<file path="config.mk">
export PLATFORM = sky130hd
export DESIGN_NAME = dlm_prod_ram
export DESIGN_NICKNAME = d
export VERILOG_FILES = /design/src/dlm_pkg.sv /design/src/dlm_prod_ram.sv
export SDC_FILE = /design/constraint.sdc
export NUM_CORES = 1
export LEC_CHECK = 0
export BUFFER_PORTS_ARGS = -buffer_cell sky130_fd_sc_hd__buf_2
export CAP_MARGIN = 20
export CORE_MARGIN = 2
export CORE_UTILIZATION = 63
export CTS_CLUSTER_DIAMETER = 40
export DETAILED_ROUTE_END_ITERATION = 12
export HOLD_SLACK_MARGIN = 0.08
export PLACE_DENSITY = 0.82
export SLEW_MARGIN = 15
export SYNTH_ARGS = -nofsm -noshare
export SYNTH_HDL_FRONTEND = slang
export SYNTH_SLANG_ARGS = --single-unit
export TNS_END_PERCENT = 30
</file>
<file path="constraint.sdc">
create_clock -name clk -period 2.9 [get_ports clk]
set_clock_uncertainty 0.05 [all_clocks]
set_input_delay 0.87 -clock clk [delete_from_list [all_inputs] [get_ports clk]]
set_output_delay 0.87 -clock clk [all_outputs]
set_load 0.01 [all_outputs]
</file>
<file path="src/dlm_pkg.sv">
// ----------------------------------------------------------------------------
// dlm_pkg
// Shared constants, payload types and memory port structures for the decimal
// long multiplier.
// ----------------------------------------------------------------------------
package dlm_pkg;

  localparam int INPUT_DIGITS   = 10;
  localparam int PRODUCT_DIGITS = 20;
  localparam int OPERAND_W      = 31;
  localparam int DIGIT_W        = 4;

  localparam int LEN_W   = $clog2(INPUT_DIGITS + 1);
  localparam int POS_W   = LEN_W + 1;
  localparam int DIG_DEPTH = 2 * INPUT_DIGITS;
  localparam int DIG_AW  = $clog2(DIG_DEPTH);
  localparam int PROD_AW = $clog2(PRODUCT_DIGITS);

  localparam int          RECIP_W     = 32;
  localparam logic [31:0] RECIP_TEN   = 32'hCCCC_CCCD;
  localparam int          RECIP_SHIFT = 35;

  typedef logic [DIGIT_W-1:0] digit_t;

  typedef struct packed {
    logic [OPERAND_W-1:0] operand_a;
    logic [OPERAND_W-1:0] operand_b;
  } item_t;

  typedef struct packed {
    digit_t digit;
    logic   last;
  } result_t;

  typedef struct packed {
    logic                 load;
    logic                 step;
    logic [OPERAND_W-1:0] value;
  } split_ctl_t;

  typedef struct packed {
    digit_t digit;
    logic   zero;
  } split_stat_t;

  typedef struct packed {
    logic              en;
    logic [DIG_AW-1:0] addr;
    digit_t            data;
  } dig_wr_t;

  typedef struct packed {
    logic               en;
    logic [PROD_AW-1:0] addr;
    digit_t             data;
  } prod_wr_t;

  typedef enum logic [3:0] {
    ST_IDLE,
    ST_SPLIT_A,
    ST_SPLIT_B,
    ST_MUL,
    ST_MUL_DRAIN,
    ST_STRIP_RD,
    ST_STRIP_CHK,
    ST_EMIT,
    ST_ZERO,
    ST_EMIT_END
  } state_t;

endpackage

</file>
<file path="src/dlm_prod_ram.sv">
// ----------------------------------------------------------------------------
// dlm_prod_ram
// Product digit store, least significant digit at address zero. One write
// port and one registered read port; a read at the written address returns
// the old contents.
// ----------------------------------------------------------------------------
module dlm_prod_ram (
  input  logic                        clk,
  input  dlm_pkg::prod_wr_t           wr,
  input  logic [dlm_pkg::PROD_AW-1:0] raddr,
  output dlm_pkg::digit_t             rdata
);
  import dlm_pkg::*;

  digit_t mem [PRODUCT_DIGITS];

  always_ff @(posedge clk) begin
    if (wr.en) begin
      mem[wr.addr] <= wr.data;
    end
    rdata <= mem[raddr];
  end

endmodule

</file>
==> flow_metrics.py <==
metrics = {
    "status": {
        "outcome": "finished, final reports clean",
    },
    "layout": {
        "area_growth_syn_to_layout_pct": 8.91,
        "postLayoutCellArea_um2": 3670,
        "fill_cells": 328,
        "fin_cells": 275,
        "drive_gt1_share_pct": 21.0,
        "utilization_pct": 71.4,
        "antenna_cells": 0,
        "fin_nets": 217,
    },
    "route": {
        "postRouteAntennaNets": 0,
        "drt_pass1_iterations": 7,
        "wire_per_inst_um": 21.7,
        "drtIter0Drc": 121,
        "route.detailed.drc": 0,
        "num_vias": 1691,
        "avgViaCountPerCell": 6.15,
        "finalWirelength_um": 5960,
    },
    "power": {
        "p_comb_share_pct": 5.7,
        "switching_power_w": 0.000463,
        "p_seq_share_pct": 59.4,
        "p_int_w": 0.00181,
        "swShare_pct": 20.3,
        "max-vdd-ir-drop_mv": 0.399,
        "powerDensity_nw_per_um2": 619,
        "leakagePower_nw": 1.23,
        "p_clk_share_pct": 34.9,
    },
    "placed_design": {
        "io_buffers": 19,
        "placed_area_um2": 3480,
        "placed_cells": 260,
        "dpl.hpwl_um": 4060,
        "routabilityCongestion": 0.807,
    },
    "yosys": {
        "netlist.area_leader.share_pct": 71.2,
        "syn-instance-count": 177,
        "syn_avg_cell_area_um2": 19.1,
        "yosysSeqAreaShare_pct": 73.6,
        "ys_types": 27,
        "ys_ff_latch": 84,
        "synth_nets": 193,
        "synthTopCellsByArea": "edfxtp_1, mux4_1, mux2i_1",
        "yosys_warnings": 0,
        "syn_area_um2": 3370,
        "synth.largest_area_cell": "edfxtp_1",
    },
    "sta": {
        "max-slew-margin-rel_pct": 69.7,
        "hold_slack_ps": 621,
        "setup_viol": 0,
        "layout_min_cycle_time_ps": 2190,
        "finalMaxSlewViolations": 0,
        "clock.fmax_mhz": 457,
        "rsz0062_at_grt": "no",
        "worst_pin_slew_ps": 453,
        "finalHoldViolCount": 0,
        "finalCritPeriodShare_pct": 75.5,
        "fin_setup_tns_ps": 0,
    },
    "clock_tree": {
        "cts_buffer_depth": 2,
        "cts.htree.levels": 3,
        "clkSlewWorstSetupHoldPaths_ps": 80,
        "cts_setup_buffers": 0,
        "cts_buffers": 9,
        "cts_resized": 0,
        "clk_latency_ps": 340,
        "ctsHoldBuffers": 0,
        "tritoncts": "built",
        "cts.sinks": 84,
        "root_buffer": "clkbuf_8",
    },
    "hold_path": {
        "hold_path.class": "flip-flop to flip-flop",
    },
    "floorplan": {
        "die_area_um2": 5950,
        "die_h_um": 77.2,
        "io_pins": 20,
        "start_util_pct": 65.6,
        "die_w_um": 77.2,
        "row_count": 26,
        "core-area_um2": 5140,
    },
    "critical_path": {
        "worstSetupStartpointType": "input port",
        "ff2ff_setup_slack_ps": 1410,
        "worstSetupPathType": "input port to flip-flop",
        "worst_ep_required_time_ps": 3140,
        "cp_data_arrival_time_ps": 2430,
        "end_kind": "flip-flop",
        "crit_fanout": 14,
    },
    "global_routing": {
        "globalRouteTotalUtil_pct": 22.2,
        "grt_pass1_vias": 1814,
        "grt_max_degree": 21,
        "antenna_found_initial": 0,
        "grt_pass1_wl_um": 9490,
        "grt-ovfl-total": 0,
    },
    "flow_run": {
        "maxCapViolations": 0,
    },
}
per-stage QoR:
| stage | setup WS, ps | power [W] |
|---|---|---|
| global route | 582 | 0.00234 |
| detailed placement | 361 | 0.00151 |
| CTS | 717 | 0.00228 |
| floorplan | 845 | 0.00146 |
| global placement | 414 | 0.00150 |
| finish | 711 | 0.00227 |
state kept, by name (all words and copies together) (netlist names):
signal,count
mem,80
rdata,4
final timing paths:
kind	from	depth (start not counted)	endpoint
max reg2reg	mem[4][2]	4	rdata[2]
min	mem[11][1]	4	rdata[1]
min reg2reg	mem[11][1]	4	rdata[1]
max	raddr[0]	6	rdata[2]
layer usage:
metal,GRT usage [%],wire length [µm],up-vias,part of all wire [%]
met2,34.8,2940,70,49
met5,0,0,-,0
li1,-,-,766,-
met4,9.11,153,0,2.6
met1,29.5,2520,839,42
met3,6.47,355,16,6.0
cell usage in the layout, fill, tap and decap left out:
master,count
a2111oi_2,1
a211o_1,1
a211oi_1,3
a22o_1,1
a22oi_1,3
a32oi_1,3
buf_2,19
buf_4,1
bufinv_16,1
clkbuf_1,1
clkbuf_8,10
clkinv_2,1
clkinvlp_4,2
dfxtp_1,4
edfxtp_1,80
inv_1,1
mux2i_1,18
mux4_1,7
mux4_2,6
nand2_1,2
nand2b_1,1
nand3_1,4
nand3b_1,3
nor2_1,23
nor2b_1,2
nor3b_1,1
o21ai_0,3
or3_1,1
or3b_2,2
critical path, cell delays in order:
cell and delay (ps):
buf_2 350, buf_4 350, mux2i_1 120, a22o_1 250
a2111oi_2 330, a211o_1 150
cells in the mapped netlist:
cell type,instances
edfxtp_1,80
nor2_1,23
mux2i_1,18
mux4_1,7
mux4_2,6
dfxtp_1,4
nand3_1,4
a211oi_1,3
a22oi_1,3
a32oi_1,3
nand3b_1,3
o21ai_0,3
buf_8,2
clkbuf_8,2
nand2_1,2
nor2b_1,2
or3b_2,2
a2111oi_2,1
a211o_1,1
a22o_1,1
buf_2,1
buf_6,1
clkbuf_4,1
inv_1,1
nand2b_1,1
nor3b_1,1
or3_1,1
logic make-up (layout without fill, tap and decap cells):
family	Yosys count	in the layout	synth area share, %
compound gates	15	15	3.52
buf+inv	8	36	2.52
flops	84	84	73.6
mux	31	31	14.8
simple gates	39	39	5.53
final cells by class:
class,count,area (µm²),share of cell area (%)
Clock buffer,11,141,3.85
Clock inverter,4,50.0,1.36
Inverter,1,3.75,0.102
Multi-Input combinational cell,85,805,21.9
Sequential cell,84,2480,67.6
Tap cell,70,87.6,2.39
Timing Repair Buffer,20,103,2.79
power groups by stage:
| stage | Clock [W] | Sequential, W | Combinational [W] |
|---|---|---|---|
| detailed placement | 0 | 0.00138 | 0.000128 |
| global placement | 0 | 0.00138 | 0.000122 |
| finish | 0.000794 | 0.00135 | 0.000129 |
| floorplan | 0 | 0.00138 | 0.0000792 |
| CTS | 0.000804 | 0.00135 | 0.000129 |
| global route | 0.000847 | 0.00135 | 0.000140 |
Power figures use the tool's default switching activity.
