$ cat src/dlm_pkg.sv
// ----------------------------------------------------------------------------
// dlm_pkg
// Shared constants, payload types and memory port structures for the decimal
// long multiplier.
// ----------------------------------------------------------------------------
package dlm_pkg;

  localparam int INPUT_DIGITS   = 10;
  localparam int PRODUCT_DIGITS = 20;
  localparam int OPERAND_W      = 31;
  localparam int DIGIT_W        = 4;

  localparam int LEN_W   = $clog2(INPUT_DIGITS + 1);
  localparam int POS_W   = LEN_W + 1;
  localparam int DIG_DEPTH = 2 * INPUT_DIGITS;
  localparam int DIG_AW  = $clog2(DIG_DEPTH);
  localparam int PROD_AW = $clog2(PRODUCT_DIGITS);

  localparam int          RECIP_W     = 32;
  localparam logic [31:0] RECIP_TEN   = 32'hCCCC_CCCD;
  localparam int          RECIP_SHIFT = 35;

  typedef logic [DIGIT_W-1:0] digit_t;

  typedef struct packed {
    logic [OPERAND_W-1:0] operand_a;
    logic [OPERAND_W-1:0] operand_b;
  } item_t;

  typedef struct packed {
    digit_t digit;
    logic   last;
  } result_t;

  typedef struct packed {
    logic                 load;
    logic                 step;
    logic [OPERAND_W-1:0] value;
  } split_ctl_t;

  typedef struct packed {
    digit_t digit;
    logic   zero;
  } split_stat_t;

  typedef struct packed {
    logic              en;
    logic [DIG_AW-1:0] addr;
    digit_t            data;
  } dig_wr_t;

  typedef struct packed {
    logic               en;
    logic [PROD_AW-1:0] addr;
    digit_t             data;
  } prod_wr_t;

  typedef enum logic [3:0] {
    ST_IDLE,
    ST_SPLIT_A,
    ST_SPLIT_B,
    ST_MUL,
    ST_MUL_DRAIN,
    ST_STRIP_RD,
    ST_STRIP_CHK,
    ST_EMIT,
    ST_ZERO,
    ST_EMIT_END
  } state_t;

endpackage

$ cat src/dlm_ctrl.sv
// ----------------------------------------------------------------------------
// dlm_ctrl
// Sequencer and digit multiply-accumulate datapath. Splits both operands into
// the digit store, runs the schoolbook rows through a read-modify-write
// pipeline on the product store, strips the leading zero and streams the
// product digits out.
// ----------------------------------------------------------------------------
module dlm_ctrl (
  input  logic                        clk,
  input  logic                        rst,
  input  logic                        start,
  input  dlm_pkg::item_t              operands,
  output logic                        busy,
  output logic                        valid,
  output dlm_pkg::result_t            result,
  output dlm_pkg::split_ctl_t         split_ctl,
  input  dlm_pkg::split_stat_t        split_stat,
  output dlm_pkg::dig_wr_t            dig_wr,
  output logic [dlm_pkg::DIG_AW-1:0]  dig_raddr_a,
  output logic [dlm_pkg::DIG_AW-1:0]  dig_raddr_b,
  input  dlm_pkg::digit_t             dig_rdata_a,
  input  dlm_pkg::digit_t             dig_rdata_b,
  output dlm_pkg::prod_wr_t           prod_wr,
  output logic [dlm_pkg::PROD_AW-1:0] prod_raddr,
  input  dlm_pkg::digit_t             prod_rdata
);
  import dlm_pkg::*;

  localparam int SUM_W = 7;

  function automatic digit_t div10(input logic [SUM_W-1:0] v);
    digit_t q;
    q = '0;
    for (int t = 1; t < 10; t++) begin
      if (v >= SUM_W'(10 * t)) begin
        q = DIGIT_W'(t);
      end
    end
    return q;
  endfunction

  state_t state;
  state_t state_next;

  logic [OPERAND_W-1:0] opb;
  logic [LEN_W-1:0]     la;
  logic [LEN_W-1:0]     lb;
  logic [LEN_W-1:0]     row;
  logic [LEN_W-1:0]     col;
  logic [PROD_AW-1:0]   idx;

  logic                 s1_valid;
  logic                 s1_extra;
  logic                 s1_first;
  logic                 s1_oor;
  logic                 s1_row_start;
  logic                 s1_fwd;
  digit_t               s1_fwd_data;
  logic [PROD_AW-1:0]   s1_addr;
  digit_t               carry;

  logic                 e_valid;
  logic                 e_last;
  logic                 e_zero;

  logic                 is_zero;
  logic                 split_done;
  logic [LEN_W-1:0]     split_cnt;
  logic [POS_W-1:0]     kpos;
  logic                 kpos_oor;
  logic                 col_end;
  logic                 row_end;
  logic [POS_W-1:0]     total;
  logic [PROD_AW-1:0]   top_idx;

  digit_t               aj;
  digit_t               pold;
  digit_t               cin;
  logic [7:0]           pp;
  logic [SUM_W-1:0]     sum;
  digit_t               sum_q;
  logic [SUM_W-1:0]     sum_r;

  assign is_zero    = (operands.operand_a == '0) || (operands.operand_b == '0);
  assign split_cnt  = (state == ST_SPLIT_A) ? la : lb;
  assign split_done = split_stat.zero || (split_cnt == LEN_W'(INPUT_DIGITS));
  assign kpos       = POS_W'(row) + POS_W'(col);
  assign kpos_oor   = 32'(kpos) >= 32'(PRODUCT_DIGITS);
  assign col_end    = (col == la);
  assign row_end    = (LEN_W'(row + LEN_W'(1)) == lb);
  assign total      = POS_W'(la) + POS_W'(lb);
  assign top_idx    = (32'(total) > 32'(PRODUCT_DIGITS)) ? PROD_AW'(PRODUCT_DIGITS - 1)
                                                         : PROD_AW'(total - POS_W'(1));

  // Multiply-accumulate stage on the data returned by the stores.
  assign aj    = s1_extra ? '0 : dig_rdata_a;
  assign pold  = (s1_first || s1_extra || s1_oor) ? '0 :
                 (s1_fwd ? s1_fwd_data : prod_rdata);
  assign cin   = s1_row_start ? '0 : carry;
  assign pp    = 8'(aj) * 8'(dig_rdata_b);
  assign sum   = SUM_W'(pold) + SUM_W'(pp) + SUM_W'(cin);
  assign sum_q = div10(sum);
  assign sum_r = sum - ((SUM_W'(sum_q) << 3) + (SUM_W'(sum_q) << 1));

  assign prod_wr.en   = s1_valid && !s1_oor;
  assign prod_wr.addr = s1_addr;
  assign prod_wr.data = DIGIT_W'(sum_r);

  always_comb begin
    state_next = state;
    case (state)
      ST_IDLE: begin
        if (start) begin
          state_next = is_zero ? ST_ZERO : ST_SPLIT_A;
        end
      end
      ST_SPLIT_A: begin
        if (split_done) begin
          state_next = ST_SPLIT_B;
        end
      end
      ST_SPLIT_B: begin
        if (split_done) begin
          state_next = ST_MUL;
        end
      end
      ST_MUL: begin
        if (col_end && row_end) begin
          state_next = ST_MUL_DRAIN;
        end
      end
      ST_MUL_DRAIN: state_next = ST_STRIP_RD;
      ST_STRIP_RD:  state_next = ST_STRIP_CHK;
      ST_STRIP_CHK: begin
        if ((prod_rdata == '0) && (idx != '0)) begin
          state_next = ST_STRIP_RD;
        end else begin
          state_next = ST_EMIT;
        end
      end
      ST_EMIT: begin
        if (idx == '0) begin
          state_next = ST_EMIT_END;
        end
      end
      ST_ZERO:     state_next = ST_EMIT_END;
      ST_EMIT_END: state_next = ST_IDLE;
      default:     state_next = ST_IDLE;
    endcase
  end

  always_comb begin
    split_ctl.load  = ((state == ST_IDLE) && start) || ((state == ST_SPLIT_A) && split_done);
    split_ctl.step  = ((state == ST_SPLIT_A) || (state == ST_SPLIT_B)) && !split_done;
    split_ctl.value = (state == ST_IDLE) ? operands.operand_a : opb;

    dig_wr.en   = split_ctl.step;
    dig_wr.addr = (state == ST_SPLIT_A) ? DIG_AW'(la)
                                        : DIG_AW'(INPUT_DIGITS) + DIG_AW'(lb);
    dig_wr.data = split_stat.digit;

    dig_raddr_a = DIG_AW'(col);
    dig_raddr_b = DIG_AW'(INPUT_DIGITS) + DIG_AW'(row);
    prod_raddr  = (state == ST_MUL) ? PROD_AW'(kpos) : idx;

    busy          = (state != ST_IDLE);
    valid         = e_valid;
    result.digit  = e_zero ? '0 : prod_rdata;
    result.last   = e_last;
  end

  always_ff @(posedge clk) begin
    if (rst) begin
      state    <= ST_IDLE;
      s1_valid <= 1'b0;
      e_valid  <= 1'b0;
      e_last   <= 1'b0;
      e_zero   <= 1'b0;
    end else begin
      state    <= state_next;
      s1_valid <= (state == ST_MUL);
      e_valid  <= (state == ST_EMIT) || (state == ST_ZERO);
      e_last   <= (state == ST_ZERO) || (idx == '0);
      e_zero   <= (state == ST_ZERO);
    end
  end

  always_ff @(posedge clk) begin
    case (state)
      ST_IDLE: begin
        opb <= operands.operand_b;
        la  <= '0;
      end
      ST_SPLIT_A: begin
        if (split_done) begin
          lb <= '0;
        end else begin
          la <= LEN_W'(la + LEN_W'(1));
        end
      end
      ST_SPLIT_B: begin
        if (split_done) begin
          row <= '0;
          col <= '0;
        end else begin
          lb <= LEN_W'(lb + LEN_W'(1));
        end
      end
      ST_MUL: begin
        if (col_end) begin
          col <= '0;
          row <= LEN_W'(row + LEN_W'(1));
        end else begin
          col <= LEN_W'(col + LEN_W'(1));
        end
      end
      ST_MUL_DRAIN: idx <= top_idx;
      ST_STRIP_CHK: begin
        if ((prod_rdata == '0) && (idx != '0)) begin
          idx <= PROD_AW'(idx - PROD_AW'(1));
        end
      end
      ST_EMIT: begin
        if (idx != '0) begin
          idx <= PROD_AW'(idx - PROD_AW'(1));
        end
      end
      default: begin
      end
    endcase

    // Operation issued to the product store this cycle. A write to the
    // same entry in this cycle is captured, since the read returns old data.
    s1_extra     <= col_end;
    s1_first     <= (row == '0);
    s1_oor       <= kpos_oor;
    s1_row_start <= (col == '0);
    s1_addr      <= PROD_AW'(kpos);
    s1_fwd       <= prod_wr.en && !kpos_oor && (prod_wr.addr == PROD_AW'(kpos));
    s1_fwd_data  <= prod_wr.data;

    if (s1_valid) begin
      carry <= sum_q;
    end
  end

endmodule

$ cat config.mk
export PLATFORM = sky130hd
export DESIGN_NAME = dlm_ctrl
export DESIGN_NICKNAME = d
export VERILOG_FILES = /design/src/dlm_pkg.sv /design/src/dlm_ctrl.sv
export SDC_FILE = /design/constraint.sdc
export NUM_CORES = 1
export LEC_CHECK = 0
export ABC_CLOCK_PERIOD_IN_PS = 12600
export BUFFER_PORTS_ARGS = -buffer_cell sky130_fd_sc_hd__buf_2
export CAP_MARGIN = 20
export CELL_PAD_IN_SITES_DETAIL_PLACEMENT = 1
export CELL_PAD_IN_SITES_GLOBAL_PLACEMENT = 2
export CORE_MARGIN = 5
export CORE_UTILIZATION = 34
export DETAILED_ROUTE_END_ITERATION = 6
export PLACE_DENSITY_LB_ADDON = 0.1
export SYNTH_ARGS = -nofsm -noshare
export SYNTH_HDL_FRONTEND = slang
export SYNTH_SLANG_ARGS = --single-unit
$ cat constraint.sdc
create_clock -name clk -period 12.6 [get_ports clk]
set_clock_uncertainty 0.15 [all_clocks]
set_input_delay 1.26 -clock clk [delete_from_list [all_inputs] [get_ports clk]]
set_output_delay 1.26 -clock clk [all_outputs]
set_load 0.02 [all_outputs]
==> metrics.log <==
INFO  metric grt_setup_unrepaired = no
INFO  metric overflow = 0
INFO  metric syn_area_per_cell = 10.5 um2
INFO  metric die_h = 132 um
INFO  metric max_slew_margin = 53.7%
INFO  metric synth_top_area_cell = edfxtp_1
INFO  metric route.vias.total = 4032
INFO  metric depth_of_the_worst_register_to_register_path = 17
INFO  metric post-route-period-util = 59.7%
INFO  metric drt-total-wl = 14100 um
INFO  metric synthDistinctLibCells = 51
INFO  metric critical_path_required = 11.19 ns
INFO  metric worstReg2RegEnd = s1_fwd_data[3]$_DFF_P_
INFO  metric insertedDiodeCount = 0
INFO  metric post_cts.resized_instances = 0
INFO  metric hold_depth = 2
INFO  metric cts_tree = done
INFO  metric hold_violations = 0
INFO  metric setup.reg_to_reg.worst_slack = 7.24 ns
INFO  metric design.portCount = 157
INFO  metric synth.net_count = 613
INFO  metric dieArea = 0.0175 mm2
INFO  metric max_stage_delay = 0.54 ns
INFO  metric synthArstFlopShare = 0%
INFO  metric totalNegativeSetupSlack = 0 ns
INFO  metric yosys_most_used_dff = edfxtp_1
INFO  metric antenna_violations_before_repair = 0
INFO  metric final_layout_size_suffix_gt1_share = 32.2%
INFO  metric first_global_vias = 4459
INFO  metric cts.root.buffer_cell = clkbuf_16
INFO  metric wl_per_cell = 17.4 um
INFO  metric synth_area = 0.00507 mm2
INFO  metric dr.pass1.iters = 4
INFO  metric cts.sinks = 78
INFO  metric grt_pass1_wl = 22900 um
INFO  metric critPathMaxFanout = 7
INFO  metric finish.net_count = 749
INFO  metric status = completed
INFO  metric cts_buffers = 9
INFO  metric crit_path_cell_trace = buf_2 -> nor2b_1 -> and2_1 -> fa_1 -> inv_1 -> fa_1 -> fa_1 -> inv_1 -> fa_1 -> a21o_1 -> a21oi_1 -> xnor2_1 -> or3_1 -> nand2_1 -> ha_1 -> nor2b_1 -> a211oi_1 -> xnor2_1 -> buf_2
INFO  metric endpoint_kind_of_the_worst_setup_timing_path = output pin
INFO  metric maxCapViolations = 0
INFO  metric cts.htree.levels = 3
INFO  metric tightest_slew = 0.689 ns
INFO  metric placement.io_buffers = 147
INFO  metric cts-hold-fix-buffers = 0
INFO  metric start_of_the_worst_register_to_register_path = s1_extra$_DFF_P_
INFO  metric timing_worst_setup_path_type = in2out
INFO  metric synthCells = 484
INFO  metric hold_path_class = reg2reg
INFO  metric via_density = 4.98
INFO  metric effective_utilization_at_floorplan = 34.8%
INFO  metric die_w = 132 um
INFO  metric whs_endpoint = s1_fwd$_DFF_P_
INFO  metric core_region_area = 0.0146 mm2
INFO  metric yosys_warnings = 0
INFO  metric most-common-layout-cells = buf_2 (147), edfxtp_1 (56), nor2_1 (36)
INFO  metric worst_skew_pair.late_latency = 0.34 ns
INFO  metric synth_seq_area_share = 41.9%
INFO  metric fp-row-count = 44
INFO  metric flow.area_growth_from_synthesis = 22.3%
INFO  metric cpMaxStageDelayCell = fa_1
INFO  metric cts.clk_slew.worst_paths = 0.06 ns
INFO  metric postCtsSetupRepairBufs = 0
INFO  metric dr.first_iter.drc_count = 125
INFO  metric dp_hpwl = 11500 um
INFO  metric maxSlewViolCount = 0
INFO  metric netlist.area_leader.share = 33.2%
INFO  metric synth_enable_flop_cells = 56
INFO  metric final_period_minus_worst_setup_slack = 7.52 ns
INFO  metric drcViolationCount = 0
INFO  metric clockBufferDepth = 2
INFO  metric largest_net_degree_at_the_start_of_global_routing = 35
INFO  metric postRouteAntennaNets = 0
INFO  metric ys_seq_elements = 78
INFO  metric grt_util_all_layers = 16.1%
INFO  metric max_freq = 0.133 GHz
INFO  metric setup.worst_path.start_class = primary input
INFO  metric timing.critical_path.arrival = 6.11 ns
INFO  metric fin_cells = 809
INFO  metric critPathMostFrequentCell = fa_1
INFO  metric finalSetupViolCount = 0
INFO  metric gp_congestion = 0.811
INFO  metric hp-start = s1_addr[4]$_DFF_P_
INFO  metric synth_area_leaders = edfxtp_1 (33%), dfxtp_1 (8.7%), ha_1 (8.4%)
INFO  metric layout_commonest_cell = buf_2
INFO  metric dp.cells = 793
cell type report:
| type | instances | area, um2 |
|---|---|---|
| well taps | 184 | 230 |
| repair buffers | 150 | 758 |
| inverters | 34 | 128 |
| flip-flops and latches | 78 | 2120 |
| clock buffers | 11 | 233 |
| multi-input cells | 347 | 2690 |
| clock inverters | 5 | 35.0 |
| fillers | 1694 | 8390 |
cells in the mapped netlist, types with 8 or more instances:
cell      instances
a21oi_1          20
and2_1            9
buf_4             8
clkbuf_1         13
dfxtp_1          22
edfxtp_1         56
fa_1             13
ha_1             34
inv_1            34
mux2_2           33
nand2_1          34
nand4_1           8
nor2_1           36
nor2b_1          14
nor3_1            8
nor4_1           17
o21ai_0          13
xnor2_1          24
xor2_1           16
metrics by stage:
| stage | instance area, um2 | hold slack (ns) | util [%] | setup WS, ns |
|---|---|---|---|---|
| after CTS | 6200 | 0.409 | 42.5 | 5.06 |
| after global placement | 5930 | 0.381 | 40.7 | 5.20 |
| final | 6200 | 0.395 | 42.5 | 5.08 |
| after global routing | 6200 | 0.427 | 42.5 | 4.82 |
| after floorplan | 5070 | 0.355 | - | 5.54 |
| after detailed placement | 5930 | 0.398 | 40.7 | 5.08 |
sequential cells by signal, indices dropped and copies added (netlist names), 4 cells and up:
name,count
carry,4
col,4
lb,4
opb,31
row,4
s1_fwd_data,4
la,4
state,4
s1_addr,5
idx,5
routing by layer:
layer | global-route usage (%) | vias to the layer above | wire, um
met4 | 3.66 | 0 | 111
met5 | 0 | - | 0
li1 | - | 1982 | -
met2 | 27.8 | 113 | 7070
met1 | 20.2 | 1926 | 6150
met3 | 4.24 | 11 | 769
worst max-delay path, delay by kind of cell:
| kind | cells | cell delay (ns) |
|---|---|---|
| buffers and inverters | 4 | 0.43 |
| and+or+nand+nor | 5 | 1.12 |
| xor gates and xnor gates | 2 | 0.38 |
| adders and majority gates | 5 | 2.30 |
| AOI/OAI and AO/OA | 3 | 0.64 |
how the worst max path moves through the flow:
| stage | from | endpoint | slack, ns | depth (start not counted) |
|---|---|---|---|---|
| detailed placement | dig_rdata_a[3] | prod_wr[3] | 5.08 | 19 |
| global route | dig_rdata_a[3] | prod_wr[3] | 4.82 | 21 |
| global placement | dig_rdata_a[3] | prod_wr[3] | 5.20 | 19 |
| floorplan | dig_rdata_a[3] | prod_wr[3] | 5.54 | 18 |
| finish | dig_rdata_a[3] | prod_wr[3] | 5.08 | 19 |
| CTS | dig_rdata_a[3] | prod_wr[3] | 5.06 | 19 |
kinds of logic after synthesis:
family                     synth area share (%)
AOI/OAI and AO/OA                          7.50
xor gates and xnor gates                   7.35
adders and majority gates                  13.9
buffers and inverters                      5.03
DFF                                        41.9
muxes                                      8.32
other                                    0.0740
and+or+nand+nor                            15.9
Power is left out: the tool's default activity adds up to more than one toggle a clock period on the data nets, which glitch-free logic cannot reach.
