## config.mk

```make
export PLATFORM = sky130hd
export DESIGN_NAME = dlm_digit_ram
export DESIGN_NICKNAME = d
export VERILOG_FILES = /design/src/dlm_pkg.sv /design/src/dlm_digit_ram.sv
export SDC_FILE = /design/constraint.sdc
export NUM_CORES = 1
export LEC_CHECK = 0
export ABC_AREA = 1
export BUFFER_PORTS_ARGS = -buffer_cell sky130_fd_sc_hd__buf_4
export CAP_MARGIN = 10
export CORE_AREA = 2 2 124 96
export CTS_BUF_LIST = sky130_fd_sc_hd__clkbuf_16
export CTS_CLUSTER_DIAMETER = 100
export DETAILED_ROUTE_END_ITERATION = 6
export DIE_AREA = 0 0 126 98
export PLACE_DENSITY_LB_ADDON = 0.12
export RECOVER_POWER = 25
export SLEW_MARGIN = 0
export SYNTH_ARGS = -nofsm -noshare
export SYNTH_HDL_FRONTEND = slang
export SYNTH_SLANG_ARGS = --single-unit
```

## constraint.sdc

```tcl
create_clock -name clk -period 1 [get_ports clk]
set_input_delay 0.05 -clock clk [delete_from_list [all_inputs] [get_ports clk]]
set_output_delay 0.05 -clock clk [all_outputs]
set_load 0.01 [all_outputs]
```

## src/dlm_pkg.sv

```systemverilog
// ----------------------------------------------------------------------------
// dlm_pkg
// Shared constants, payload types and memory port structures for the decimal
// long multiplier.
// ----------------------------------------------------------------------------
package dlm_pkg;

  localparam int INPUT_DIGITS   = 10;
  localparam int PRODUCT_DIGITS = 20;
  localparam int OPERAND_W      = 31;
  localparam int DIGIT_W        = 4;

  localparam int LEN_W   = $clog2(INPUT_DIGITS + 1);
  localparam int POS_W   = LEN_W + 1;
  localparam int DIG_DEPTH = 2 * INPUT_DIGITS;
  localparam int DIG_AW  = $clog2(DIG_DEPTH);
  localparam int PROD_AW = $clog2(PRODUCT_DIGITS);

  localparam int          RECIP_W     = 32;
  localparam logic [31:0] RECIP_TEN   = 32'hCCCC_CCCD;
  localparam int          RECIP_SHIFT = 35;

  typedef logic [DIGIT_W-1:0] digit_t;

  typedef struct packed {
    logic [OPERAND_W-1:0] operand_a;
    logic [OPERAND_W-1:0] operand_b;
  } item_t;

  typedef struct packed {
    digit_t digit;
    logic   last;
  } result_t;

  typedef struct packed {
    logic                 load;
    logic                 step;
    logic [OPERAND_W-1:0] value;
  } split_ctl_t;

  typedef struct packed {
    digit_t digit;
    logic   zero;
  } split_stat_t;

  typedef struct packed {
    logic              en;
    logic [DIG_AW-1:0] addr;
    digit_t            data;
  } dig_wr_t;

  typedef struct packed {
    logic               en;
    logic [PROD_AW-1:0] addr;
    digit_t             data;
  } prod_wr_t;

  typedef enum logic [3:0] {
    ST_IDLE,
    ST_SPLIT_A,
    ST_SPLIT_B,
    ST_MUL,
    ST_MUL_DRAIN,
    ST_STRIP_RD,
    ST_STRIP_CHK,
    ST_EMIT,
    ST_ZERO,
    ST_EMIT_END
  } state_t;

endpackage

```

## src/dlm_digit_ram.sv

```systemverilog
// ----------------------------------------------------------------------------
// dlm_digit_ram
// Operand digit store: the digits of the first operand at the low half and
// of the second operand at the high half. One write port, two registered
// read ports.
// ----------------------------------------------------------------------------
module dlm_digit_ram (
  input  logic                        clk,
  input  dlm_pkg::dig_wr_t            wr,
  input  logic [dlm_pkg::DIG_AW-1:0]  raddr_a,
  input  logic [dlm_pkg::DIG_AW-1:0]  raddr_b,
  output dlm_pkg::digit_t             rdata_a,
  output dlm_pkg::digit_t             rdata_b
);
  import dlm_pkg::*;

  digit_t mem [DIG_DEPTH];

  always_ff @(posedge clk) begin
    if (wr.en) begin
      mem[wr.addr] <= wr.data;
    end
    rdata_a <= mem[raddr_a];
    rdata_b <= mem[raddr_b];
  end

endmodule

```

==> results of run 1 <==
[timing repair]
action                     in CTS  in global routing
pin swaps                      49                 45
setup endpoints to repair       8                  8
hold buffers                    2                  0
hold endpoints to repair        8                  0
resized for setup              26                 28
[through the flow]
step,setup TNS [ns],cell area [µm²],hold WS (ns),cells,util
after global routing,-1.24,5450,0.0916,695,0.485
after floorplan,0,4360,0.149,488,-
final,-0.683,5450,0.0702,695,0.485
after global placement,-4.94,4930,0.290,677,0.439
after detailed placement,-5.92,4930,0.297,677,0.439
after CTS,-0.477,5350,0.0574,695,0.476
[power by group through the flow]
| stage | Clock (W) | Sequential, W | Combinational, W |
|---|---|---|---|
| final | 0.00309 | 0.00412 | 0.00106 |
| after global placement | 0 | 0.00420 | 0.000966 |
| after CTS | 0.00314 | 0.00412 | 0.00101 |
| after global routing | 0.00327 | 0.00413 | 0.00115 |
| after floorplan | 0 | 0.00421 | 0.000523 |
| after detailed placement | 0 | 0.00420 | 0.000962 |
[area by class of cell]
class                   instances  share of cell area
clock buffers                   9              0.0413
clock inverters                 7             0.00873
inverters                      15              0.0117
multi-input cells             357               0.321
flip-flops and latches         88               0.470
well taps                     144              0.0331
repair buffers                 75               0.114
[critical path: stages (launching register included)]
cell      delay, ns
edfxtp_1       0.42
nand2_1        0.11
nand3_2        0.08
nand3_2        0.08
nand2_1        0.06
nand2_1        0.07
nand2_1        0.07
nand2_1        0.06
nand2_1        0.05
[cells by family (layout without fill, tap and decap cells)]
family | count (synthesis) | in the layout | share of synthesized area
DFF | 88 | 88 | 0.588
and+or+nand+nor | 333 | 333 | 0.317
buffers and inverters | 43 | 106 | 0.0657
AOI/OAI and AO/OA | 24 | 24 | 0.0298
[cell usage after synthesis]
cell / instances
buf_6: 10
inv_6: 1
nand2_1: 192
edfxtp_1: 80
buf_4: 8
nor2_1: 36
nand3_1: 105
inv_4: 1
dfxtp_1: 8
o22ai_1: 8
o21ai_0: 16
inv_1: 13
buf_2: 10
[state kept, by name, summed over array words and instances (netlist names)]
| register | cells |
|---|---|
| rdata_a | 4 |
| rdata_b | 4 |
| mem | 80 |
[worst min path at each step]
stage	start	end	slack [ns]	cells after the start
after detailed placement	raddr_a[4]	rdata_a[3]	0.30	3
after global routing	raddr_b[3]	rdata_b[2]	0.09	5
final	raddr_b[3]	rdata_b[2]	0.07	5
after floorplan	wr[0]	mem[0][0]	0.15	0
after global placement	raddr_a[4]	rdata_a[2]	0.29	3
after CTS	raddr_b[3]	rdata_b[2]	0.06	5
[layer usage]
layer / vias to the layer above / track usage
met4: 0 / 0.0592
met5: - / 0
li1: 1766 / -
met2: 194 / 0.319
met3: 14 / 0.0373
met1: 1826 / 0.325
==> flow_summary_export.csv, run 1 <==
group,metric,value,unit
status,status,"complete, but fails checks",
status,violations,"negative setup slack",
final_layout,final_common_cell,"nand2_1",
setup_path,end_kind,"flip-flop",
final_layout,mostFrequentLayoutCells,"nand2_1, edfxtp_1, nand3_1, buf_4, nand3_2",
synth,syn_avg_cell_area,8.94,µm²
setup_path,reg2reg_slack,-0.11,ns
detailed_routing,vias_per_cell,5.47,
synth,synth.ff_latch_count,88,
detailed_routing,highest_layer,"met4",
detailed_routing,drtIter0Drc,612,
synth,ys_warn_count,0,
clock_network,clkLatencyLatePin,0.34,ns
detailed_routing,wl_met2,5850,µm
clock_network,cts-root-buf,"clkbuf_16",
die,dieWidth,126,µm
synth,syn_nets,509,
setup_path,cp-startpoint,"mem[10][0]",
detailed_routing,wl_per_cell,18.8,µm
final_layout,synthToLayoutAreaGrowth,25.0,%
global_routing,track_usage,0.215,
clock_network,cts_sinks,88,
detailed_routing,met3_length,1080,µm
setup_path,worst-path-max-fanout,2,
placement,place.gp.congestion,0.861,
synth,synthDistinctLibCells,13,
power,ir_drop,847,µV
power,sw_frac_of_total,0.254,
timing,slew_headroom,0.630,
power,power.total,0.00827,W
clock_network,cts_setup_buffers,0,
power,p_seq_frac,0.499,
timing,fin_crit_sh,1.11,
global_routing,grt_pass1_vias,3578,
detailed_routing,wirelength,13100,µm
die,die_h,98,µm
final_layout,regArea,0.00256,mm²
setup_path,critPathLaunchType,"flip-flop",
synth,synth_top_cell_area_share,0.551,
final_layout,multi_input_area,0.00175,mm²
setup_path,rr_startpoint,"mem[10][0]",
setup_path,crit_required,1.23,ns
placement,portBuffers,28,
timing,hold_viol,0,
clock_network,cts_buffer_depth,2,
synth,syn-cell-area,0.00436,mm²
synth,synthTopCellsByArea,"edfxtp_1, nand2_1, nand3_1",
global_routing,grt_pass1_wl,20000,µm
run,maxCapViolCount,0,
detailed_routing,drt_first_pass_iters,5,
final_layout,n_fill_cell,1064,
power,p_leak,2.25,nW
clock_network,ctsHtreeMaxLevel,3,
power,power.switching,0.00210,W
final_layout,n_antenna_cell,0,
detailed_routing,ant_nets,0,
timing,tightest_slew,0.555,ns
hold_path,hold_class,"input pin to flip-flop",
global_routing,antenna_found_initial,0,
timing,rsz0062_at_grt,"yes",
clock_network,tritoncts,"built",
die,die_area,0.0123,mm²
clock_network,path_clk_slew,0.06,ns
setup_path,cp-endpoint,"rdata_a[0]",
timing,min_period,1.11,ns
final_layout,nets,567,
detailed_routing,wl_met1,5990,µm
power,intPower,0.00617,W
power,cellPowerDensity,1520,mW/mm²
die,rows,34,
timing,fmaxAchievable,0.900,GHz
global_routing,grt.overflow.total,0,
timing,slew_violations,0,
die,coreArea,0.0112,mm²
setup_path,r2r-end,"rdata_a[0]",
synth,syn-instance-count,488,
setup_path,r2r_cells,8,
detailed_routing,drc,0,
setup_path,path_class,"flip-flop to flip-flop",
power,pwr-share-clk,0.373,
placement,dpl.hpwl,9010,µm
detailed_routing,vias,3800,
timing,fin_ws,-0.112,ns
die,start_util,0.388,
clock_network,cts_made_buffers,9,
global_routing,grt_max_degree,41,
power,power_frac_comb,0.128,
setup_path,crit_arrival,1.34,ns
die,pin_count,29,
synth,synth_top_area_cell,"edfxtp_1",
final_layout,drive_above_1_share,0.260,
placement,pre_cts_ws,-0.191,ns
synth,synth_seq_area_share,0.588,
timing,setup_viol,8,
timing,finalClockSkew,0.00902,ns
No activity file was read; power rests on OpenSTA's default activity.
==> inputs of run 2 (changes only) <==
--- a/config.mk
+++ b/config.mk
@@ -5,14 +5,13 @@
 export SDC_FILE = /design/constraint.sdc
 export NUM_CORES = 1
 export LEC_CHECK = 0
-export ABC_AREA = 1
 export BUFFER_PORTS_ARGS = -buffer_cell sky130_fd_sc_hd__buf_4
 export CAP_MARGIN = 10
-export CORE_AREA = 2 2 124 96
+export CORE_AREA = 2 2 121 94
 export CTS_BUF_LIST = sky130_fd_sc_hd__clkbuf_16
-export CTS_CLUSTER_DIAMETER = 100
+export CTS_CLUSTER_DIAMETER = 120
 export DETAILED_ROUTE_END_ITERATION = 6
-export DIE_AREA = 0 0 126 98
+export DIE_AREA = 0 0 123 96
 export PLACE_DENSITY_LB_ADDON = 0.12
 export RECOVER_POWER = 25
 export SLEW_MARGIN = 0
==> run 2 against run 1 <==
Wire length shrank 21%. Flip-flop and latch count unchanged. Non-clock buffer count down 6. Worst setup slack lost 0.25 ns. Sequential share of layout area grew 3.3 points. Via count down 34%. Largest power group unchanged. First-iteration DRC count decreased by 67%. Clock-buffer cell count unchanged. The run still ends with negative setup slack left. Highest routed layer unchanged. Utilization is 0.76 points lower. Synthesized cell count down 47%. Synthesized area fell by 4.7%.
==> flow_summary_export.csv, run 2 <==
group,metric,value,unit
power,ir_drop,1010,µV
setup_path,end_kind,"flip-flop",
global_routing,grt_pass1_wl,15800,µm
clock_network,ctsHtreeMaxLevel,3,
placement,placed_area,0.00479,mm²
global_routing,use_met2,0.284,
hold_path,hold_class,"input pin to flip-flop",
power,p_seq_frac,0.500,
synth,ys_warn_count,0,
synth,ys_async_sr_fraction,0,
final_layout,n_antenna_cell,0,
timing,fmaxAchievable,0.737,GHz
die,rows,33,
timing,tightest_slew,0.924,ns
timing,hold_viol,0,
setup_path,crit_required,1.21,ns
timing,min_period,1.36,ns
detailed_routing,wl_per_cell,22.1,µm
final_layout,drive_above_1_share,0.366,
placement,pre_cts_ws,-0.402,ns
synth,synth.ff_latch_count,88,
final_layout,n_fill_cell,945,
status,violations,"negative setup slack",
timing,rsz0062_at_grt,"yes",
global_routing,use_met1,0.290,
run,maxCapViolCount,0,
power,pwr-share-clk,0.398,
final_layout,stdcell_count,468,
timing,fin_ws,-0.357,ns
clock_network,cts-root-buf,"clkbuf_16",
synth,synth_seq_area_share,0.616,
detailed_routing,ant_nets,0,
placement,place.gp.congestion,0.793,
timing,slew_violations,0,
timing,setup_viol,8,
synth,syn_avg_cell_area,16.2,µm²
final_layout,nets,344,
global_routing,grt_pass1_vias,2611,
power,cellPowerDensity,1620,mW/mm²
setup_path,path_cells,"mux4_2 > mux2i_1 > o211ai_1",
detailed_routing,drc,0,
detailed_routing,vias_per_cell,5.36,
clock_network,cts_buffer_depth,2,
final_layout,mostFrequentLayoutCells,"edfxtp_1, buf_4, mux2i_1, mux4_2, nand2_1",
placement,portBuffers,28,
power,intPower,0.00641,W
timing,finalClockSkew,0.00513,ns
synth,synthDistinctLibCells,27,
synth,synth_most_common_cell,"edfxtp_1",
die,die_area,0.0118,mm²
clock_network,cts_setup_buffers,0,
final_layout,synthToLayoutAreaGrowth,22.4,%
timing,fin_hold_ws,0.00774,ns
setup_path,path_class,"flip-flop to flip-flop",
global_routing,grt.overflow.total,0,
status,status,"complete, but fails checks",
global_routing,grt_use_met3,0.0468,
final_layout,top_regs,"mem x80, rdata_a x4, rdata_b x4",
die,dieWidth,123,µm
detailed_routing,vias,2507,
synth,ys.flop_type,"edfxtp_1",
final_layout,largest_register_ffs,80,
setup_path,critPathLaunchType,"flip-flop",
timing,fin_crit_sh,1.36,
power,power_frac_comb,0.102,
global_routing,track_usage,0.193,
synth,syn-cell-area,0.00416,mm²
final_layout,stdcell_area,0.00509,mm²
global_routing,antenna_found_initial,0,
power,p_leak,1.80,nW
detailed_routing,drtIter0Drc,204,
synth,syn-instance-count,257,
clock_network,clkLatencyLatePin,0.34,ns
synth,synth_top_cell_area_share,0.578,
power,power.switching,0.00183,W
setup_path,crit_arrival,1.57,ns
synth,synthTopCellsByArea,"edfxtp_1, mux4_1, mux2i_1",
die,start_util,0.390,
clock_network,path_clk_slew,0.06,ns
global_routing,grt-busiest-layer,"met1",
clock_network,cts_made_buffers,9,
detailed_routing,drt_first_pass_iters,4,
placement,dpl.hpwl,7790,µm
global_routing,grt_max_degree,21,
clock_network,cts-hold-fix-buffers,0,
setup_path,slowest_delay,0.50,ns
synth,syn_nets,278,
clock_network,cts_sinks,88,
synth,synth-edff-count,80,
setup_path,worst-path-max-fanout,2,
final_layout,final_common_cell,"edfxtp_1",
timing,slew_headroom,0.384,
power,power.total,0.00824,W
synth,synth_top_area_cell,"edfxtp_1",
power,sw_frac_of_total,0.222,
setup_path,critPathSlowestCell,"mux4_2",
die,die_h,96,µm
die,pin_count,29,
placement,placed_cells,452,
final_layout,top_register,"mem",
detailed_routing,wirelength,10300,µm
synth,synth_commonest_cells,"edfxtp_1, mux2i_1, nor2_1",
die,coreArea,0.0107,mm²
clock_network,tritoncts,"built",
[run 2: cell types whose count changed after synthesis, moves of 12 or more]
cell	delta
nand2_1	-172
mux2i_1	+40
nand3_1	-96
o21ai_0	-15
inv_1	-13
nor2_1	-12
mux4_1	+16
[run 2: final timing paths]
check | cells past startpoint | from | end | slack (ns)
setup reg to reg | 3 | mem[12][3] | rdata_b[3] | -0.36
hold / removal | 3 | raddr_b[4] | rdata_b[0] | 0.008
hold reg to reg | 4 | mem[9][2] | rdata_b[2] | 0.69
setup / recovery | 3 | mem[12][3] | rdata_b[3] | -0.36
[run 2: worst max-delay path, delay by kind of cell, from the launching register on]
kind | cells | cell delay (ns)
AO/OA/AOI/OAI | 1 | 0.13
multiplexers | 2 | 0.68
flip-flops | 1 | 0.41
[run 2: cell families (layout without fill, tap and decap cells)]
kind of cell           after synthesis  in the layout  synth area share
buffers and inverters               14             85            0.0271
AOI/OAI and AO/OA                   20             20            0.0355
muxes                               64             64             0.241
DFF                                 88             88             0.616
and+or+nand+nor                     71             71            0.0801
[run 2: layout make-up]
type | instances | area (µm²) | share of cell area
flip-flops and latches | 88 | 2560 | 0.504
clock buffers | 9 | 225 | 0.0443
well taps | 140 | 175 | 0.0344
clock inverters | 7 | 63.8 | 0.0125
multi-input cells | 155 | 1480 | 0.291
repair buffers | 69 | 582 | 0.114
[run 2: layer usage]
layer / vias to the layer above / wire length (µm)
met4: 0 / 91
li1: 1158 / -
met1: 1279 / 5310
met5: - / 0
met2: 62 / 4540
met3: 8 / 410
[run 2: repair_timing]
| item | in CTS | in global routing |
|---|---|---|
| pin swaps | 2 | 0 |
| endpoints found under the hold margin | 0 | 0 |
| gates resized for setup | 3 | 0 |
| endpoints found under the setup margin | 8 | 8 |
[run 2: stage by stage]
stage | utilization | setup TNS (ns)
floorplan | - | -1.20
global placement | 0.450 | -16.85
CTS | 0.479 | -2.57
global route | 0.478 | -2.84
detailed placement | 0.450 | -17.26
finish | 0.478 | -2.47
[run 2: power groups by stage]
stage / sequential (W) / clock (W) / combinational (W)
5_1_grt: 0.00413 / 0.00349 / 0.000905
2_1_floorplan: 0.00420 / 0 / 0.000424
4_1_cts: 0.00412 / 0.00331 / 0.000858
6_report: 0.00412 / 0.00328 / 0.000841
3_3_place_gp: 0.00420 / 0 / 0.000843
3_5_place_dp: 0.00420 / 0 / 0.000846
==> inputs of run 3 (changes only) <==
--- a/config.mk
+++ b/config.mk
@@ -12,6 +12,7 @@
 export CTS_CLUSTER_DIAMETER = 120
 export DETAILED_ROUTE_END_ITERATION = 6
 export DIE_AREA = 0 0 123 96
+export HOLD_SLACK_MARGIN = 0.15
 export PLACE_DENSITY_LB_ADDON = 0.12
 export RECOVER_POWER = 25
 export SLEW_MARGIN = 0
==> constraint.sdc (replaced) <==
create_clock -name clk -period 1.67 [get_ports clk]
set_input_delay 0.0835 -clock clk [delete_from_list [all_inputs] [get_ports clk]]
set_output_delay 0.0835 -clock clk [all_outputs]
set_load 0.01 [all_outputs]
==> run 3 against run 2 <==
The flow now finishes without violations. Total power fell by 36%. Combinational power fell by 48%. Clock power decreased by 28%. Global-route usage fell by 0.84 points. Non-clock buffer count decreased by 27. Register-to-register slack improved by 0.57 ns. Final area is 3.3% lower. Critical path depth unchanged. Via count decreased by 2.7%. First-iteration DRC count down 2.0%. Fmax decreased by 6.7%. Worst setup slack better by 0.57 ns. Critical path type unchanged. Largest cell class unchanged.
==> flow_summary_export.csv, run 3 (synthesis results as in run 2) <==
group,metric,value,unit
timing,hold_viol,0,
timing,slew_headroom,0.288,
final_layout,synthToLayoutAreaGrowth,18.3,%
setup_path,crit_required,1.89,ns
global_routing,antenna_found_initial,0,
placement,portBuffers,28,
hold_path,hp-start,"raddr_b[2]",
power,intPower,0.00413,W
detailed_routing,vias,2439,
power,p_leak,1.74,nW
clock_network,cts_setup_buffers,0,
detailed_routing,drc,0,
global_routing,grt_pass1_wl,15100,µm
final_layout,final_common_cell,"edfxtp_1",
clock_network,cts_buffer_depth,2,
placement,place.gp.congestion,0.854,
timing,slew_violations,0,
timing,fin_ws,0.216,ns
clock_network,tritoncts,"built",
clock_network,cts_resized,0,
setup_path,critPathLaunchType,"flip-flop",
final_layout,regArea,0.00256,mm²
hold_path,hold_class,"input pin to flip-flop",
power,sw_frac_of_total,0.216,
final_layout,nets,317,
clock_network,clkLatencyLatePin,0.34,ns
global_routing,grt_max_degree,21,
setup_path,rr_startpoint,"mem[19][2]",
final_layout,top_register,"mem",
status,status,"complete, no violations",
setup_path,end_kind,"flip-flop",
global_routing,grt_pass1_vias,2520,
setup_path,path_cells,"mux4_2 > a32oi_1 > o21ai_0",
global_routing,track_usage,0.185,
die,start_util,0.390,
final_layout,multi_input_area,0.00148,mm²
detailed_routing,wirelength,10000,µm
power,power.switching,0.00114,W
final_layout,drive_above_1_share,0.193,
die,coreArea,0.0107,mm²
run,maxCapViolCount,0,
clock_network,path_clk_slew,0.07,ns
clock_network,cts-hold-fix-buffers,7,
die,die_area,0.0118,mm²
setup_path,r2r-end,"rdata_a[2]",
setup_path,r2r_cells,3,
setup_path,slowest_delay,0.53,ns
power,pwr-share-clk,0.449,
setup_path,path_class,"flip-flop to flip-flop",
power,ir_drop,491,µV
setup_path,critPathSlowestCell,"mux4_2",
die,die_h,96,µm
die,rows,33,
final_layout,n_antenna_cell,0,
die,pin_count,29,
power,cellPowerDensity,1070,mW/mm²
final_layout,largest_register_ffs,80,
detailed_routing,vias_per_cell,5.53,
timing,tightest_slew,1.07,ns
detailed_routing,ant_nets,0,
setup_path,worst-path-max-fanout,2,
timing,setup_viol,0,
die,dieWidth,123,µm
setup_path,crit_arrival,1.67,ns
timing,min_period,1.45,ns
timing,tns,0,ns
hold_path,holdPathEnd,"rdata_b[3]",
power,p_seq_frac,0.469,
detailed_routing,drt_first_pass_iters,6,
clock_network,cts-root-buf,"clkbuf_16",
global_routing,grt.overflow.total,0,
detailed_routing,wl_per_cell,22.8,µm
timing,fmaxAchievable,0.688,GHz
timing,fin_crit_sh,0.871,
power,power_frac_comb,0.082,
clock_network,cts_sinks,88,
final_layout,top_regs,"mem x80, rdata_a x4, rdata_b x4",
placement,pre_cts_ws,0.136,ns
final_layout,mostFrequentLayoutCells,"edfxtp_1, mux2i_1, buf_4, nor2_1, nand2_1",
setup_path,reg2reg_slack,0.22,ns
clock_network,cts_made_buffers,9,
placement,dpl.hpwl,7290,µm
final_layout,n_fill_cell,912,
hold_path,whs_path_depth,4,
detailed_routing,drtIter0Drc,200,
clock_network,ctsHtreeMaxLevel,3,
timing,rsz0062_at_grt,"no",
timing,finalClockSkew,0.00644,ns
run 3: cell types whose count changed in the layout (fill, tap and decap cells not counted), moves of 4 or more:
cell,change
mux4_2,-16
dlygate4sd3_1,+7
nor2_1,+11
buf_12,-4
mux4_1,+16
buf_4,-30
nor2_2,-9
run 3: power by group through the flow:
stage / combinational [W] / clock (W) / sequential [W]
2_1_floorplan: 0.000239 / 0 / 0.00252
3_3_place_gp: 0.000428 / 0 / 0.00252
3_5_place_dp: 0.000427 / 0 / 0.00252
4_1_cts: 0.000440 / 0.00238 / 0.00247
5_1_grt: 0.000470 / 0.00248 / 0.00247
6_report: 0.000434 / 0.00236 / 0.00247
run 3: cell type report:
| cell class | count | area share |
|---|---|---|
| sequential | 88 | 0.521 |
| multi-input combinational | 155 | 0.301 |
| timing repair buffer | 42 | 0.0705 |
| clock buffer | 9 | 0.0458 |
| tap | 140 | 0.0356 |
| clock inverter | 7 | 0.0259 |
run 3: worst max-delay path by stage:
stage,cells past startpoint,start,end
floorplan,3,mem[13][0],rdata_b[0]
global placement,3,wr[5],mem[12][3]
detailed placement,3,wr[5],mem[12][3]
CTS,3,mem[19][2],rdata_a[2]
global route,2,wr[0],mem[9][0]
finish,3,mem[19][2],rdata_a[2]
run 3: per-layer routing:
layer | part of all wire | vias up | GRT usage
met5 | 0 | - | 0
met4 | 0.016 | 0 | 0.0597
met1 | 0.48 | 1207 | 0.272
met3 | 0.075 | 16 | 0.0462
met2 | 0.43 | 96 | 0.269
li1 | - | 1120 | -
run 3: critical path: cells and delay by family (launching register included):
kind	cells	cell delay, ns
muxes	1	0.53
DFF	1	0.40
AOI/OAI and AO/OA	2	0.40
run 3: through the flow:
step	hold WS, ns	util	cell area, µm²	power [W]	std cells
floorplan	0.182	-	4160	0.00276	257
global placement	0.392	0.423	4510	0.00295	418
detailed placement	0.389	0.423	4510	0.00294	418
CTS	0.168	0.463	4930	0.00528	441
global route	0.198	0.462	4920	0.00542	441
finish	0.172	0.462	4920	0.00526	441
